$ cat config.mk
export PLATFORM = sky130hd
export DESIGN_NAME = stepper_trapezoid_speed_ramp_unit_flat
export DESIGN_NICKNAME = d
export VERILOG_FILES = /design/src/hw/rtl/stsr_pkg.sv /design/src/hw/rtl/stsr_if.sv /design/src/hw/rtl/stepper_trapezoid_speed_ramp_unit.sv /design/src/hw/rtl/stsr_div.sv /design/src/hw/rtl/stsr_ctrl.sv /design/src/flat_wrapper.sv
export VERILOG_INCLUDE_DIRS = /design/src /design/src/hw/rtl
export SDC_FILE = /design/constraint.sdc
export NUM_CORES = 2
export LEC_CHECK = 0
export ABC_AREA = 1
export BUFFER_PORTS_ARGS = -buffer_cell sky130_fd_sc_hd__buf_2
export CORE_MARGIN = 2
export CORE_UTILIZATION = 55
export CTS_CLUSTER_DIAMETER = 60
export DETAILED_ROUTE_END_ITERATION = 16
export PLACE_DENSITY_LB_ADDON = 0.08
export SYNTH_ARGS = -nofsm -noshare
export SYNTH_HDL_FRONTEND = slang
export SYNTH_SLANG_ARGS = --single-unit
$ cat constraint.sdc
create_clock -name clk -period 7.3 [get_ports clk]
set_input_delay 1.095 -clock clk [delete_from_list [all_inputs] [get_ports clk]]
set_output_delay 1.095 -clock clk [all_outputs]
set_load 0.02 [all_outputs]
$ cat src/hw/rtl/stepper_trapezoid_speed_ramp_unit_assert.svh
// Assertion macros for the stepper speed ramp unit.
// Used by the top level; expects clk and rst_n in the including scope.
`ifndef STEPPER_TRAPEZOID_SPEED_RAMP_UNIT_ASSERT_SVH
`define STEPPER_TRAPEZOID_SPEED_RAMP_UNIT_ASSERT_SVH

// Consequent must hold in the same cycle as the antecedent.
`define STSR_ASSERT_SAME(label, ante, cons, msg) \
    label: assert property (@(posedge clk) disable iff (!rst_n) (ante) |-> (cons)) \
        else $error(msg);

// Consequent must hold in the cycle after the antecedent.
`define STSR_ASSERT_NEXT(label, ante, cons, msg) \
    label: assert property (@(posedge clk) disable iff (!rst_n) (ante) |=> (cons)) \
        else $error(msg);

`endif

$ cat src/hw/rtl/stsr_pkg.sv
// Shared types and constants for the stepper speed ramp unit.
// No dependencies; the interfaces and every RTL module import this package.
`timescale 1ns / 1ps
`default_nettype none

package stsr_pkg;

    localparam int SPEED_W    = 24;
    localparam int INTERVAL_W = 16;
    localparam int PULSE_W    = 32;
    localparam int CFG_IDX_W  = 2;
    localparam int DIV_N_W    = 32;
    localparam int DIV_D_W    = 24;
    localparam int DIV_CNT_W  = 5;

    localparam logic [CFG_IDX_W-1:0] CFG_START_SPEED     = 2'd0;
    localparam logic [CFG_IDX_W-1:0] CFG_ACCEL_INCREMENT = 2'd1;
    localparam logic [CFG_IDX_W-1:0] CFG_ACCEL_INTERVAL  = 2'd2;

    localparam logic ACTION_START = 1'b0;
    localparam logic ACTION_PULSE = 1'b1;

    typedef struct packed {
        logic [SPEED_W-1:0]    start_speed;
        logic [SPEED_W-1:0]    accel_increment;
        logic [INTERVAL_W-1:0] accel_interval;
    } ramp_cfg_t;

    typedef struct packed {
        logic               action;
        logic [SPEED_W-1:0] set_speed;
        logic [PULSE_W-1:0] pulse_index;
        logic [PULSE_W-1:0] pulse_total;
    } cmd_t;

    typedef struct packed {
        logic [SPEED_W-1:0] speed;
        logic               start_status;
    } rsp_t;

    typedef struct packed {
        logic               start;
        logic [DIV_N_W-1:0] dividend;
        logic [DIV_D_W-1:0] divisor;
    } div_req_t;

    typedef struct packed {
        logic               busy;
        logic               done;
        logic [DIV_N_W-1:0] quotient;
        logic [DIV_D_W-1:0] remainder;
    } div_rsp_t;

endpackage

`default_nettype wire

$ cat src/hw/rtl/stsr_if.sv
// Channel interfaces of the stepper speed ramp unit: command, response, configuration.
// Depends on stsr_pkg for the field widths.
`timescale 1ns / 1ps
`default_nettype none

interface stsr_cmd_if import stsr_pkg::*; ();
    logic               valid;
    logic               ready;
    logic               action;
    logic [SPEED_W-1:0] set_speed;
    logic [PULSE_W-1:0] pulse_index;
    logic [PULSE_W-1:0] pulse_total;

    modport source (output valid, output action, output set_speed, output pulse_index,
                    output pulse_total, input ready);
    modport sink (input valid, input action, input set_speed, input pulse_index,
                  input pulse_total, output ready);
endinterface

interface stsr_rsp_if import stsr_pkg::*; ();
    logic               valid;
    logic               ready;
    logic [SPEED_W-1:0] speed;
    logic               start_status;

    modport source (output valid, output speed, output start_status, input ready);
    modport sink (input valid, input speed, input start_status, output ready);
endinterface

interface stsr_cfg_if import stsr_pkg::*; ();
    logic                 valid;
    logic                 ready;
    logic [CFG_IDX_W-1:0] index;
    logic [SPEED_W-1:0]   data;

    modport source (output valid, output index, output data, input ready);
    modport sink (input valid, input index, input data, output ready);
endinterface

`default_nettype wire

$ cat src/hw/rtl/stepper_trapezoid_speed_ramp_unit.sv
// Top level of the stepper trapezoid speed ramp unit.
// Depends on stsr_pkg, the channel interfaces, stsr_ctrl, stsr_div and the assertion header.
//
// Usage: configuration registers (start speed, increment, interval) are written over the
// cfg channel, which is always ready; index 0, 1 and 2 select them, other indexes are
// ignored. Each command transaction on cmd is either a move start or a pulse query, and
// produces exactly one response transaction on rsp carrying the speed and a start status.
// A move start with a zero increment is rejected with start status 1.
// A command that needs no division passes the decide state, and for some pulses the classify
// state, before its result is handed on. A move start that computes its ramp length, and a
// pulse that falls in a ramp segment, run the shared 32-step restoring divider. The unit
// takes one command at a time, with cmd.ready low while a command is in work.
// The response sits in an output register, so a new command is accepted while the previous
// response still waits; if the receiver stalls, the next result is held in the sequencer
// until the output register frees up, and no response is lost or repeated.
// Reset (rst_n, asynchronous, active low) clears the speed, the ramp length and the
// configuration (interval reads as one) and empties the output register.
`timescale 1ns / 1ps
`default_nettype none
`include "stepper_trapezoid_speed_ramp_unit_assert.svh"

module stepper_trapezoid_speed_ramp_unit
    import stsr_pkg::*;
(
    input  wire logic  clk,
    input  wire logic  rst_n,
    stsr_cmd_if.sink   cmd,
    stsr_rsp_if.source rsp,
    stsr_cfg_if.sink   cfg
);

    // Configuration registers. An interval of zero behaves as one everywhere, so it is
    // stored as one.
    logic [SPEED_W-1:0]    start_speed_reg;
    logic [SPEED_W-1:0]    accel_increment_reg;
    logic [INTERVAL_W-1:0] accel_interval_reg;

    // Output register that parts the sequencer from the receiver.
    logic                  rsp_valid_reg;
    rsp_t                  rsp_data_reg;

    ramp_cfg_t             ramp_cfg;
    cmd_t                  cmd_data;
    logic                  cmd_ready;
    logic                  out_free;
    logic                  res_valid;
    rsp_t                  res;
    div_req_t              div_req;
    div_rsp_t              div_rsp;

    assign cfg.ready = 1'b1;

    always_ff @(posedge clk or negedge rst_n)
    begin
        if (!rst_n)
        begin
            start_speed_reg     <= '0;
            accel_increment_reg <= '0;
            accel_interval_reg  <= INTERVAL_W'(1);
        end
        else if (cfg.valid)
        begin
            case (cfg.index)
                CFG_START_SPEED:
                begin
                    start_speed_reg <= cfg.data;
                end
                CFG_ACCEL_INCREMENT:
                begin
                    accel_increment_reg <= cfg.data;
                end
                CFG_ACCEL_INTERVAL:
                begin
                    accel_interval_reg <= (cfg.data[INTERVAL_W-1:0] == '0) ?
                                          INTERVAL_W'(1) : cfg.data[INTERVAL_W-1:0];
                end
                default:
                begin
                    // Indexes past the register list are dropped.
                end
            endcase
        end
    end

    assign ramp_cfg.start_speed     = start_speed_reg;
    assign ramp_cfg.accel_increment = accel_increment_reg;
    assign ramp_cfg.accel_interval  = accel_interval_reg;

    assign cmd_data.action      = cmd.action;
    assign cmd_data.set_speed   = cmd.set_speed;
    assign cmd_data.pulse_index = cmd.pulse_index;
    assign cmd_data.pulse_total = cmd.pulse_total;
    assign cmd.ready            = cmd_ready;

    // The sequencer may hand over a result when the output register is empty or is being
    // emptied in this same cycle.
    assign out_free = !rsp_valid_reg || rsp.ready;

    stsr_ctrl u_ctrl (
        .clk       (clk),
        .rst_n     (rst_n),
        .cmd_valid (cmd.valid),
        .cmd       (cmd_data),
        .cmd_ready (cmd_ready),
        .cfg       (ramp_cfg),
        .out_free  (out_free),
        .res_valid (res_valid),
        .res       (res),
        .div_req   (div_req),
        .div_rsp   (div_rsp)
    );

    stsr_div u_div (
        .clk   (clk),
        .rst_n (rst_n),
        .req   (div_req),
        .rsp   (div_rsp)
    );

    always_ff @(posedge clk or negedge rst_n)
    begin
        if (!rst_n)
        begin
            rsp_valid_reg <= 1'b0;
        end
        else if (res_valid)
        begin
            rsp_valid_reg <= 1'b1;
        end
        else if (rsp.ready)
        begin
            rsp_valid_reg <= 1'b0;
        end
    end

    always_ff @(posedge clk)
    begin
        if (res_valid)
        begin
            rsp_data_reg <= res;
        end
    end

    assign rsp.valid        = rsp_valid_reg;
    assign rsp.speed        = rsp_data_reg.speed;
    assign rsp.start_status = rsp_data_reg.start_status;

    // The sequencer is busy in the cycle after it takes a command.
    `STSR_ASSERT_NEXT(a_busy_after_accept, cmd.valid && cmd.ready, !cmd.ready, "cmd still ready after a transaction")
    // A result is never pushed into an occupied output register.
    `STSR_ASSERT_SAME(a_result_slot_free, res_valid, !rsp_valid_reg || rsp.ready, "result overwrote pending response")
    // The shared divider is only started when it is idle.
    `STSR_ASSERT_SAME(a_div_start_idle, div_req.start, !div_rsp.busy, "divider started while busy")

endmodule

`default_nettype wire

$ cat src/hw/rtl/stsr_div.sv
// Shared restoring divider: 32-bit dividend by 24-bit divisor, one quotient bit per cycle.
// Depends on stsr_pkg for the request and response structs.
`timescale 1ns / 1ps
`default_nettype none

module stsr_div
    import stsr_pkg::*;
(
    input  wire logic     clk,
    input  wire logic     rst_n,
    input  wire div_req_t req,
    output div_rsp_t      rsp
);

    logic                 busy_reg, busy_next;
    logic                 done_reg, done_next;
    logic [DIV_CNT_W-1:0] cnt_reg, cnt_next;
    logic [DIV_D_W-1:0]   rem_reg, rem_next;
    logic [DIV_N_W-1:0]   quo_reg, quo_next;
    logic [DIV_D_W-1:0]   dvs_reg, dvs_next;

    logic [DIV_D_W:0]     part;
    logic [DIV_D_W:0]     diff;
    logic                 ge;

    assign part = {rem_reg, quo_reg[DIV_N_W-1]};
    assign ge   = part >= {1'b0, dvs_reg};
    assign diff = part - {1'b0, dvs_reg};

    always_comb
    begin
        busy_next = busy_reg;
        done_next = 1'b0;
        cnt_next  = cnt_reg;
        rem_next  = rem_reg;
        quo_next  = quo_reg;
        dvs_next  = dvs_reg;
        if (req.start)
        begin
            busy_next = 1'b1;
            cnt_next  = '0;
            rem_next  = '0;
            quo_next  = req.dividend;
            dvs_next  = req.divisor;
        end
        else if (busy_reg)
        begin
            // The partial remainder stays below the divisor, so 24 bits hold it.
            rem_next = ge ? diff[DIV_D_W-1:0] : part[DIV_D_W-1:0];
            quo_next = {quo_reg[DIV_N_W-2:0], ge};
            cnt_next = cnt_reg + 1'b1;
            if (cnt_reg == DIV_CNT_W'(DIV_N_W - 1))
            begin
                busy_next = 1'b0;
                done_next = 1'b1;
            end
        end
    end

    always_ff @(posedge clk or negedge rst_n)
    begin
        if (!rst_n)
        begin
            busy_reg <= 1'b0;
            done_reg <= 1'b0;
            cnt_reg  <= '0;
        end
        else
        begin
            busy_reg <= busy_next;
            done_reg <= done_next;
            cnt_reg  <= cnt_next;
        end
    end

    always_ff @(posedge clk)
    begin
        rem_reg <= rem_next;
        quo_reg <= quo_next;
        dvs_reg <= dvs_next;
    end

    assign rsp.busy      = busy_reg;
    assign rsp.done      = done_reg;
    assign rsp.quotient  = quo_reg;
    assign rsp.remainder = rem_reg;

endmodule

`default_nettype wire

$ cat src/hw/rtl/stsr_ctrl.sv
// Sequencer of the speed ramp: classifies each transaction, drives the shared divider
// and keeps the current speed and ramp length. Depends on stsr_pkg.
`timescale 1ns / 1ps
`default_nettype none

module stsr_ctrl
    import stsr_pkg::*;
(
    input  wire logic      clk,
    input  wire logic      rst_n,
    input  wire logic      cmd_valid,
    input  wire cmd_t      cmd,
    output logic           cmd_ready,
    input  wire ramp_cfg_t cfg,
    input  wire logic      out_free,
    output logic           res_valid,
    output rsp_t           res,
    output div_req_t       div_req,
    input  wire div_rsp_t  div_rsp
);

    localparam logic [2:0] ST_IDLE   = 3'd0;
    localparam logic [2:0] ST_DECIDE = 3'd1;
    localparam logic [2:0] ST_CLASS  = 3'd2;
    localparam logic [2:0] ST_DIV    = 3'd3;
    localparam logic [2:0] ST_MUL    = 3'd4;
    localparam logic [2:0] ST_DONE   = 3'd5;

    localparam logic [1:0] OP_START = 2'd0;
    localparam logic [1:0] OP_UP    = 2'd1;
    localparam logic [1:0] OP_DOWN  = 2'd2;

    localparam int TRI_W  = PULSE_W + 3;
    localparam int PROD_W = SPEED_W + INTERVAL_W;

    logic [2:0]         state_reg, state_next;
    logic [1:0]         op_reg, op_next;
    cmd_t               cmd_reg, cmd_next;
    logic               long_reg, long_next;
    logic               status_reg, status_next;
    logic [SPEED_W-1:0] speed_reg, speed_next;
    logic [PULSE_W-1:0] ramp_reg, ramp_next;

    logic               below_start;
    logic               inc_zero;
    logic [SPEED_W-1:0] span;
    logic               is_long;
    logic [PULSE_W-1:0] remain;
    logic [TRI_W-1:0]   tri_idx;
    logic               short_up;
    logic               short_down;
    logic [SPEED_W:0]   sum_up;
    logic [SPEED_W:0]   floor_dn;
    logic [PROD_W-1:0]  prod;

    assign below_start = cmd_reg.set_speed < cfg.start_speed;
    assign inc_zero    = cfg.accel_increment == '0;
    assign span        = cmd_reg.set_speed - cfg.start_speed;
    assign is_long     = {1'b0, cmd_reg.pulse_total} > {ramp_reg, 1'b0};
    assign remain      = cmd_reg.pulse_total - cmd_reg.pulse_index;
    assign tri_idx     = TRI_W'(cmd_reg.pulse_index) + TRI_W'({cmd_reg.pulse_index, 1'b0});
    // idx < total/3 exactly when 3*(idx+1) <= total; idx > 2*total/3 when 3*idx > 2*total.
    assign short_up    = (tri_idx + TRI_W'(3)) <= TRI_W'(cmd_reg.pulse_total);
    assign short_down  = tri_idx > TRI_W'({cmd_reg.pulse_total, 1'b0});
    assign sum_up      = {1'b0, speed_reg} + {1'b0, cfg.accel_increment};
    assign floor_dn    = {1'b0, cfg.start_speed} + {1'b0, cfg.accel_increment};
    assign prod        = div_rsp.quotient[SPEED_W-1:0] * cfg.accel_interval;

    always_comb
    begin
        state_next       = state_reg;
        op_next          = op_reg;
        cmd_next         = cmd_reg;
        long_next        = long_reg;
        status_next      = status_reg;
        speed_next       = speed_reg;
        ramp_next        = ramp_reg;
        div_req.start    = 1'b0;
        div_req.dividend = {cmd_reg.pulse_index};
        div_req.divisor  = DIV_D_W'(cfg.accel_interval);
        res_valid        = 1'b0;

        case (state_reg)
            ST_IDLE:
            begin
                if (cmd_valid)
                begin
                    cmd_next   = cmd;
                    state_next = ST_DECIDE;
                end
            end
            ST_DECIDE:
            begin
                status_next = 1'b0;
                long_next   = is_long;
                state_next  = ST_DONE;
                if (cmd_reg.action == ACTION_START)
                begin
                    if (inc_zero)
                    begin
                        status_next = 1'b1;
                    end
                    else
                    begin
                        speed_next = cfg.start_speed;
                        if (below_start)
                        begin
                            ramp_next = '0;
                        end
                        else
                        begin
                            div_req.start    = 1'b1;
                            div_req.dividend = DIV_N_W'(span);
                            div_req.divisor  = cfg.accel_increment;
                            op_next          = OP_START;
                            state_next       = ST_DIV;
                        end
                    end
                end
                else if (below_start)
                begin
                    speed_next = cfg.start_speed;
                end
                else if (inc_zero)
                begin
                    speed_next = cmd_reg.set_speed;
                end
                else
                begin
                    state_next = ST_CLASS;
                end
            end
            ST_CLASS:
            begin
                state_next = ST_DONE;
                if (long_reg)
                begin
                    if (cmd_reg.pulse_index < ramp_reg)
                    begin
                        if (cmd_reg.pulse_index != '0)
                        begin
                            div_req.start = 1'b1;
                            op_next       = OP_UP;
                            state_next    = ST_DIV;
                        end
                    end
                    else if (remain < ramp_reg)
                    begin
                        div_req.start = 1'b1;
                        op_next       = OP_DOWN;
                        state_next    = ST_DIV;
                    end
                    else
                    begin
                        speed_next = cmd_reg.set_speed;
                    end
                end
                else if (short_up)
                begin
                    if (cmd_reg.pulse_index != '0)
                    begin
                        div_req.start = 1'b1;
                        op_next       = OP_UP;
                        state_next    = ST_DIV;
                    end
                end
                else if (short_down)
                begin
                    div_req.start = 1'b1;
                    op_next       = OP_DOWN;
                    state_next    = ST_DIV;
                end
            end
            ST_DIV:
            begin
                if (div_rsp.done)
                begin
                    state_next = ST_DONE;
                    case (op_reg)
                        OP_START:
                        begin
                            state_next = ST_MUL;
                        end
                        OP_UP:
                        begin
                            if (div_rsp.remainder == '0)
                            begin
                                speed_next = (sum_up > {1'b0, cmd_reg.set_speed}) ?
                                             cmd_reg.set_speed : sum_up[SPEED_W-1:0];
                            end
                        end
                        OP_DOWN:
                        begin
                            if (div_rsp.remainder == '0)
                            begin
                                speed_next = ({1'b0, speed_reg} < floor_dn) ?
                                             cfg.start_speed :
                                             speed_reg - cfg.accel_increment;
                            end
                        end
                        default:
                        begin
                            state_next = ST_DONE;
                        end
                    endcase
                end
            end
            ST_MUL:
            begin
                // Ramp length saturates at the full 32-bit range.
                ramp_next  = (prod[PROD_W-1:PULSE_W] != '0) ? '1 : prod[PULSE_W-1:0];
                state_next = ST_DONE;
            end
            ST_DONE:
            begin
                if (out_free)
                begin
                    res_valid  = 1'b1;
                    state_next = ST_IDLE;
                end
            end
            default:
            begin
                state_next = ST_IDLE;
            end
        endcase
    end

    always_ff @(posedge clk or negedge rst_n)
    begin
        if (!rst_n)
        begin
            state_reg  <= ST_IDLE;
            status_reg <= 1'b0;
            speed_reg  <= '0;
            ramp_reg   <= '0;
        end
        else
        begin
            state_reg  <= state_next;
            status_reg <= status_next;
            speed_reg  <= speed_next;
            ramp_reg   <= ramp_next;
        end
    end

    always_ff @(posedge clk)
    begin
        op_reg   <= op_next;
        cmd_reg  <= cmd_next;
        long_reg <= long_next;
    end

    assign cmd_ready        = state_reg == ST_IDLE;
    assign res.speed        = speed_reg;
    assign res.start_status = status_reg;

endmodule

`default_nettype wire

$ cat src/flat_wrapper.sv
// flat-port wrapper written by rule: the top's interface ports become plain ports
module stepper_trapezoid_speed_ramp_unit_flat import stsr_pkg::*;
  (clk, rst_n, cmd_valid, cmd_action, cmd_set_speed, cmd_pulse_index, cmd_pulse_total, cmd_ready, rsp_valid, rsp_speed, rsp_start_status, rsp_ready, cfg_valid, cfg_index, cfg_data, cfg_ready);
  stsr_cmd_if cmd_i ();
  stsr_rsp_if rsp_i ();
  stsr_cfg_if cfg_i ();
  input  wire logic clk;
  input  wire logic rst_n;
  input wire logic [$bits(cmd_i.valid)-1:0] cmd_valid;
  input wire logic [$bits(cmd_i.action)-1:0] cmd_action;
  input wire logic [$bits(cmd_i.set_speed)-1:0] cmd_set_speed;
  input wire logic [$bits(cmd_i.pulse_index)-1:0] cmd_pulse_index;
  input wire logic [$bits(cmd_i.pulse_total)-1:0] cmd_pulse_total;
  output wire logic [$bits(cmd_i.ready)-1:0] cmd_ready;
  output wire logic [$bits(rsp_i.valid)-1:0] rsp_valid;
  output wire logic [$bits(rsp_i.speed)-1:0] rsp_speed;
  output wire logic [$bits(rsp_i.start_status)-1:0] rsp_start_status;
  input wire logic [$bits(rsp_i.ready)-1:0] rsp_ready;
  input wire logic [$bits(cfg_i.valid)-1:0] cfg_valid;
  input wire logic [$bits(cfg_i.index)-1:0] cfg_index;
  input wire logic [$bits(cfg_i.data)-1:0] cfg_data;
  output wire logic [$bits(cfg_i.ready)-1:0] cfg_ready;
  assign cmd_i.valid = cmd_valid;
  assign cmd_i.action = cmd_action;
  assign cmd_i.set_speed = cmd_set_speed;
  assign cmd_i.pulse_index = cmd_pulse_index;
  assign cmd_i.pulse_total = cmd_pulse_total;
  assign cmd_ready = cmd_i.ready;
  assign rsp_valid = rsp_i.valid;
  assign rsp_speed = rsp_i.speed;
  assign rsp_start_status = rsp_i.start_status;
  assign rsp_i.ready = rsp_ready;
  assign cfg_i.valid = cfg_valid;
  assign cfg_i.index = cfg_index;
  assign cfg_i.data = cfg_data;
  assign cfg_ready = cfg_i.ready;
  stepper_trapezoid_speed_ramp_unit u_core (.clk(clk), .rst_n(rst_n), .cmd(cmd_i), .rsp(rsp_i), .cfg(cfg_i));
endmodule
# Word-level counts from Yosys, hierarchy flattened
# Index checks and enable logic that the tools add are counted.
totals:
  reg_bits: 329
  input_bits: 120
  output_inout_bits: 28
op_classes:
  n_addsub: 9
  n_mul: 1
  order_cmp: 9
  eq_ne: 27
  muxes: 74
  n_bitwise: 1
  reduce_logical: 24
ops:
  columns: ["cell", "n"]
  rows:
  - ["$mux W24", 13]
  - ["$mux W32", 6]
  - ["$mux W57", 3]
  - ["$pmux W24 S3", 1]
  - ["$sub A24 B24 Y24", 3]
  - ["$lt A32 B32 Y1", 2]
  - ["$pmux W32 S2", 1]
  - ["$mux W56", 1]
  - ["$add A24 B24 Y25", 2]
  - ["$logic_not A24 Y1", 2]
  - ["$pmux W24 S2", 1]
  - ["$mux W3", 14]
  - ["$mul A24 B16 Y40", 1]
  - ["$add A34 B2 Y35 const B", 1]
  - ["$le A35 B32 Y1", 1]
  - ["$add A32 B33 Y34", 1]
  - ["$gt A34 B33 Y1", 1]
  - ["$gt A32 B33 Y1", 1]
  - ["$reduce_bool A32 Y1", 1]
  - ["$sub A32 B32 Y32", 1]
  - ["$ge A25 B24 Y1", 1]
  - ["$gt A25 B24 Y1", 1]
  - ["$lt A24 B25 Y1", 1]
  - ["$lt A24 B24 Y1", 1]
  - ["other kinds (34)", 84]

# Logic depth before layout (Yosys ltp)
logic_depth:
  ltp_word: 7
  depth_mapped: 42

# By module
# From an unflattened synthesis, not the netlist that was laid out.
unflattened:
  cells_unflattened: 6090
  area_unflattened_um2: 44079.8
by_module_without_submodules:
  columns: ["module", "n_inst", "cells_per_inst", "area_per_inst_um2", "seq_area_each_um2"]
  rows:
  - ["stsr_ctrl", 1, 5055, 35321.4, 4264.1]
  - ["stsr_div", 1, 751, 5467.7, 2337.2]
  - ["stepper_trapezoid_speed_ramp_unit", 1, 284, 3290.7, 2378.5]

# Worst setup path after synthesis
# OpenSTA, ideal clock, no wires.
synth_timing:
  path_type: "reg-to-reg"
  start: "reg u_core.accel_interval_reg[6]"
  end: "reg u_core.u_ctrl.ramp_reg[10]"
  t_arrival_ns: 6.556
  setup_slack_ns: 0.627
  path_stages_with_launch: 30
  n_path_buf: 3
  synth_period_minus_slack_ns: 6.673
  path_cell_list: "dfrtp_1 -> clkbuf_1 -> clkbuf_1 -> nand2_1 -> fa_1 -> inv_1 -> fa_1 -> inv_1 -> fa_1 -> inv_1 -> fa_1 -> fa_1 -> inv_1 -> fa_1 -> inv_1 -> ha_1 -> nand2_1 -> nor2_1 -> nand2_1 -> o21ai_0 -> a21oi_1 -> o21ai_0 -> nand3_1 -> o21bai_1 -> xor2_1 -> nor2_1 -> clkbuf_1 -> nand4_1 -> nand2_1 -> nand2_1"
synth_between:
  elab_chain_len: 4
synth_lines:
  columns: ["item", "line", "text"]
  rows:
  - ["start: declaration", "stepper_trapezoid_speed_ramp_unit.sv:36", "logic [INTERVAL_W-1:0] accel_interval_reg;"]
  - ["start signal: assignment", "stepper_trapezoid_speed_ramp_unit.sv:74", "accel_interval_reg <= (cfg.data[INTERVAL_W-1:0] == '0) ?"]
  - ["$mul A24 B16 Y40 *", "stsr_ctrl.sv:67", "assign prod = div_rsp.quotient[SPEED_W-1:0] * cfg.accel_interval;"]
  - ["$reduce_bool A8 Y1", "stsr_ctrl.sv:211", "ramp_next = (prod[PROD_W-1:PULSE_W] != '0) ? '1 : prod[PULSE_W-1:0];"]
  - ["$mux W32 *", "stsr_ctrl.sv:211", null]
  - ["$pmux W32 S2 *", "stsr_ctrl.sv:83", "case (state_reg)"]
  - ["end signal: assignment", "stsr_ctrl.sv:243", "ramp_reg <= ramp_next;"]
  - ["end: declaration", "stsr_ctrl.sv:42", "logic [PULSE_W-1:0] ramp_reg, ramp_next;"]
# Mark *: on every way between the ends. The rest lies on a longest branch, timed or not.
# A chain may end at the register's enable or synchronous reset.

# Worst setup path in the final report
layout_timing:
  start: "reg u_core.u_div.quo_reg[14]"
  end: "reg u_core.u_ctrl.ramp_reg[11]"
layout_between:
  elab_chain_len: 4
layout_lines:
  columns: ["item", "line", "text"]
  rows:
  - ["start: declaration", "stsr_div.sv:19", "logic [DIV_N_W-1:0] quo_reg, quo_next;"]
  - ["start signal: assignment", "stsr_div.sv:79", "quo_reg <= quo_next;"]
  - ["$mul A24 B16 Y40", "stsr_ctrl.sv:67", null]
  - ["$reduce_bool A8 Y1", "stsr_ctrl.sv:211", null]
  - ["$mux W32", "stsr_ctrl.sv:211", null]
  - ["$pmux W32 S2", "stsr_ctrl.sv:83", null]
# Every way passes these cells.

==> metrics.txt <==
commonest cells in the synthesized netlist=1523 x nand2_1, 1182 x inv_1, 517 x ha_1; worst reg2reg startpoint=u_core.u_div.quo_reg[14]; DP Wirelength=115000 um; Post-Syn Area=43700 um2; Initial Util=0.555; clock transition at the registers of the reported paths=50 ps; htree depth=2; max FFs per register=between 80 and 90; fin crit period=6980 ps; grt ovf=0; Arr. time, crit path=approximately 7500 ps; slowest CP cell=edfxtp_1; Crit Path Max Fanout=25; Critical Path Source=u_core.u_div.quo_reg[14]; register area=8990 um2; final clock skew=58.2 ps; total CTS buffers=51; Slew @ Worst Pin=approximately 1100 ps; Clock Tree Buf Depth=3; multi-input logic area=29300 um2; Worst path top cell family by delay=adder cells; Bufs and invs on worst path=6; vias in the first global route=38100; first-pass GRT wire length=about 220000 um; worst skew pair latency=670 ps; Initial DRC Count=3928; worst setup path category=flop to flop; synth warn=0; TritonRoute pass-1 iters=6; Post-synth top flop=edfxtp_1; antenna viol nets, final=0; ranking of synthesized cells by area=ha_1 15%, fa_1 14%, nand2_1 13%, edfxtp_1 12%, inv_1 10%; fillers=7585; HP Class=input pin to asynchronous set/reset pin; PortBufs=146; die width=around 290 um; outcome=complete, no violations; Worst EP required=~8000 ps; CP Capture Type=flop; NumNets Final=7023; Post-Syn Nets=6941; cell with the most instances after synthesis=nand2_1; Distinct cells, synth=62; period utilisation layout=0.956; sequential area share after synthesis=0.206; crit-path max cell delay=810 ps; DIE HEIGHT=around 290 um; Post-synth ARST share=0.401; P&R area growth vs syn=8.35%; clock root cell=clkbuf_16; area share of the largest cell type after synthesis=0.148; WL final=142000 um; total track usage=0.350; # DRC=0; Max-Cap Viols=0; Die ar.=81700 um2; critical path's most frequent cell=fa_1; via count=39800; vias per cell=5.56; final hold violation count=0; final setup fails=0; Core Box Area=a little under 80000 um2; num rows=103; CTS tree=done; maximum clock rate=between 0.1 and 0.15 GHz; cell accounting for the most synthesized area=ha_1; RePlAce Congestion=around 0.97; RSZ-0062 raised after global routing=false; max-slew violations=0; largest net degree at the start of global routing=75; clk sinks=329; number of flops mapped to enable cells by yosys=173; Worst Setup Start Kind=flop; Post-Syn Area per Cell=roughly 7.3 um2; Avg WL per Cell=19.8 um; IO Pins=148; Seq cells post-synth=329; Mapped Cells=5991; # hold bufs at CTS=0; sum of negative setup slack=0 ps; antenna violations before repair=6; share of cells above drive strength 1=0.0726; Slew Limit Headroom=0.234
==> cells in the final DEF (no fill, tap or decap), types with 19 or more instances in the layout <==
cell type | Yosys | layout
dfrtp_1 | 131 | 124
dfxtp_1 | 24 | 24
edfxtp_1 | 173 | 173
nor3_1 | 37 | 35
inv_1 | 1182 | 1182
clkbuf_16 | 0 | 52
xor2_1 | 126 | 126
a31oi_1 | 22 | 22
nor2_1 | 287 | 279
a21boi_0 | 30 | 30
nand2_2 | 30 | 31
nand3_1 | 277 | 274
o21ai_0 | 339 | 339
ha_1 | 517 | 517
nor4_1 | 28 | 28
nor2_2 | 19 | 25
a22oi_1 | 26 | 26
nand4_1 | 96 | 96
fa_1 | 313 | 313
xnor2_1 | 69 | 69
o21bai_1 | 20 | 19
nand2_1 | 1523 | 1522
buf_4 | 16 | 88
o211ai_1 | 26 | 26
buf_2 | 14 | 145
a21oi_1 | 328 | 328
==> cells by family after synthesis <==
kind of cell               after synthesis  share of synthesized area
DFF                                    329                      0.206
xor gates and xnor gates               195                     0.0391
AOI/OAI and AO/OA                      874                      0.112
muxes                                    2                   0.000458
other                                    1                  0.0000859
and+or+nand+nor                       2350                      0.227
adders and majority gates              830                      0.292
buffers and inverters                 1410                      0.124
==> final timing paths <==
kind                       cells after the start  slack [ps]                            to
min                                            1         450    u_core.start_speed_reg[17]
max                                           27         320    u_core.u_ctrl.ramp_reg[11]
max reg2reg                                   27         320    u_core.u_ctrl.ramp_reg[11]
max in group asynchronous                      2        5260  u_core.accel_interval_reg[6]
min reg2reg                                    2         480     u_core.u_ctrl.ramp_reg[7]
min in group clk                               2         480     u_core.u_ctrl.ramp_reg[7]
==> worst reg2reg max path, delay by kind of cell, from the launching register on <==
kind | cells | cell delay (ps)
buf+inv | 6 | 460
flops | 1 | 810
xor+xnor | 1 | 100
fa+ha+maj | 7 | 3450
simple gates | 9 | 1050
compound gates | 4 | 980
==> layer usage <==
metal  vias to the layer above  global-route usage  routed length, um  share of wire
met2                      1608               0.554              63300           0.45
met3                       248              0.0551              11900          0.084
met1                     18800               0.490              60900           0.43
li1                      19200                   -                  -              -
met5                         -                   0                  8       0.000056
met4                         2               0.121               5720          0.040
==> cell type report <==
class,instances,area share
Multi-Input combinational cell,4252,0.620
Sequential cell,329,0.190
Inverter,1198,0.0950
Timing Repair Buffer,241,0.0323
Clock buffer,58,0.0282
Tap cell,1050,0.0278
Clock inverter,35,0.00658
Antenna cell,1,0.0000529
==> metrics by stage <==
stage	setup slack (ps)	area [um2]	utilization	hold slack, ps	cells
floorplan	627	43700	-	425	5991
global placement	429	45600	0.579	469	7064
detailed placement	307	45600	0.579	465	7064
CTS	250	47200	0.600	478	7157
global route	20.2	47300	0.601	503	7163
finish	325	47300	0.601	454	7164
==> what timing repair did <==
item                                    in CTS  in global routing
gates resized for setup                      0                  8
endpoints found under the setup margin       0                 32
setup buffers                                0                  6
Power is not shown: default switching activity piles up to over one toggle a cycle in this logic, so the estimate is an artifact.
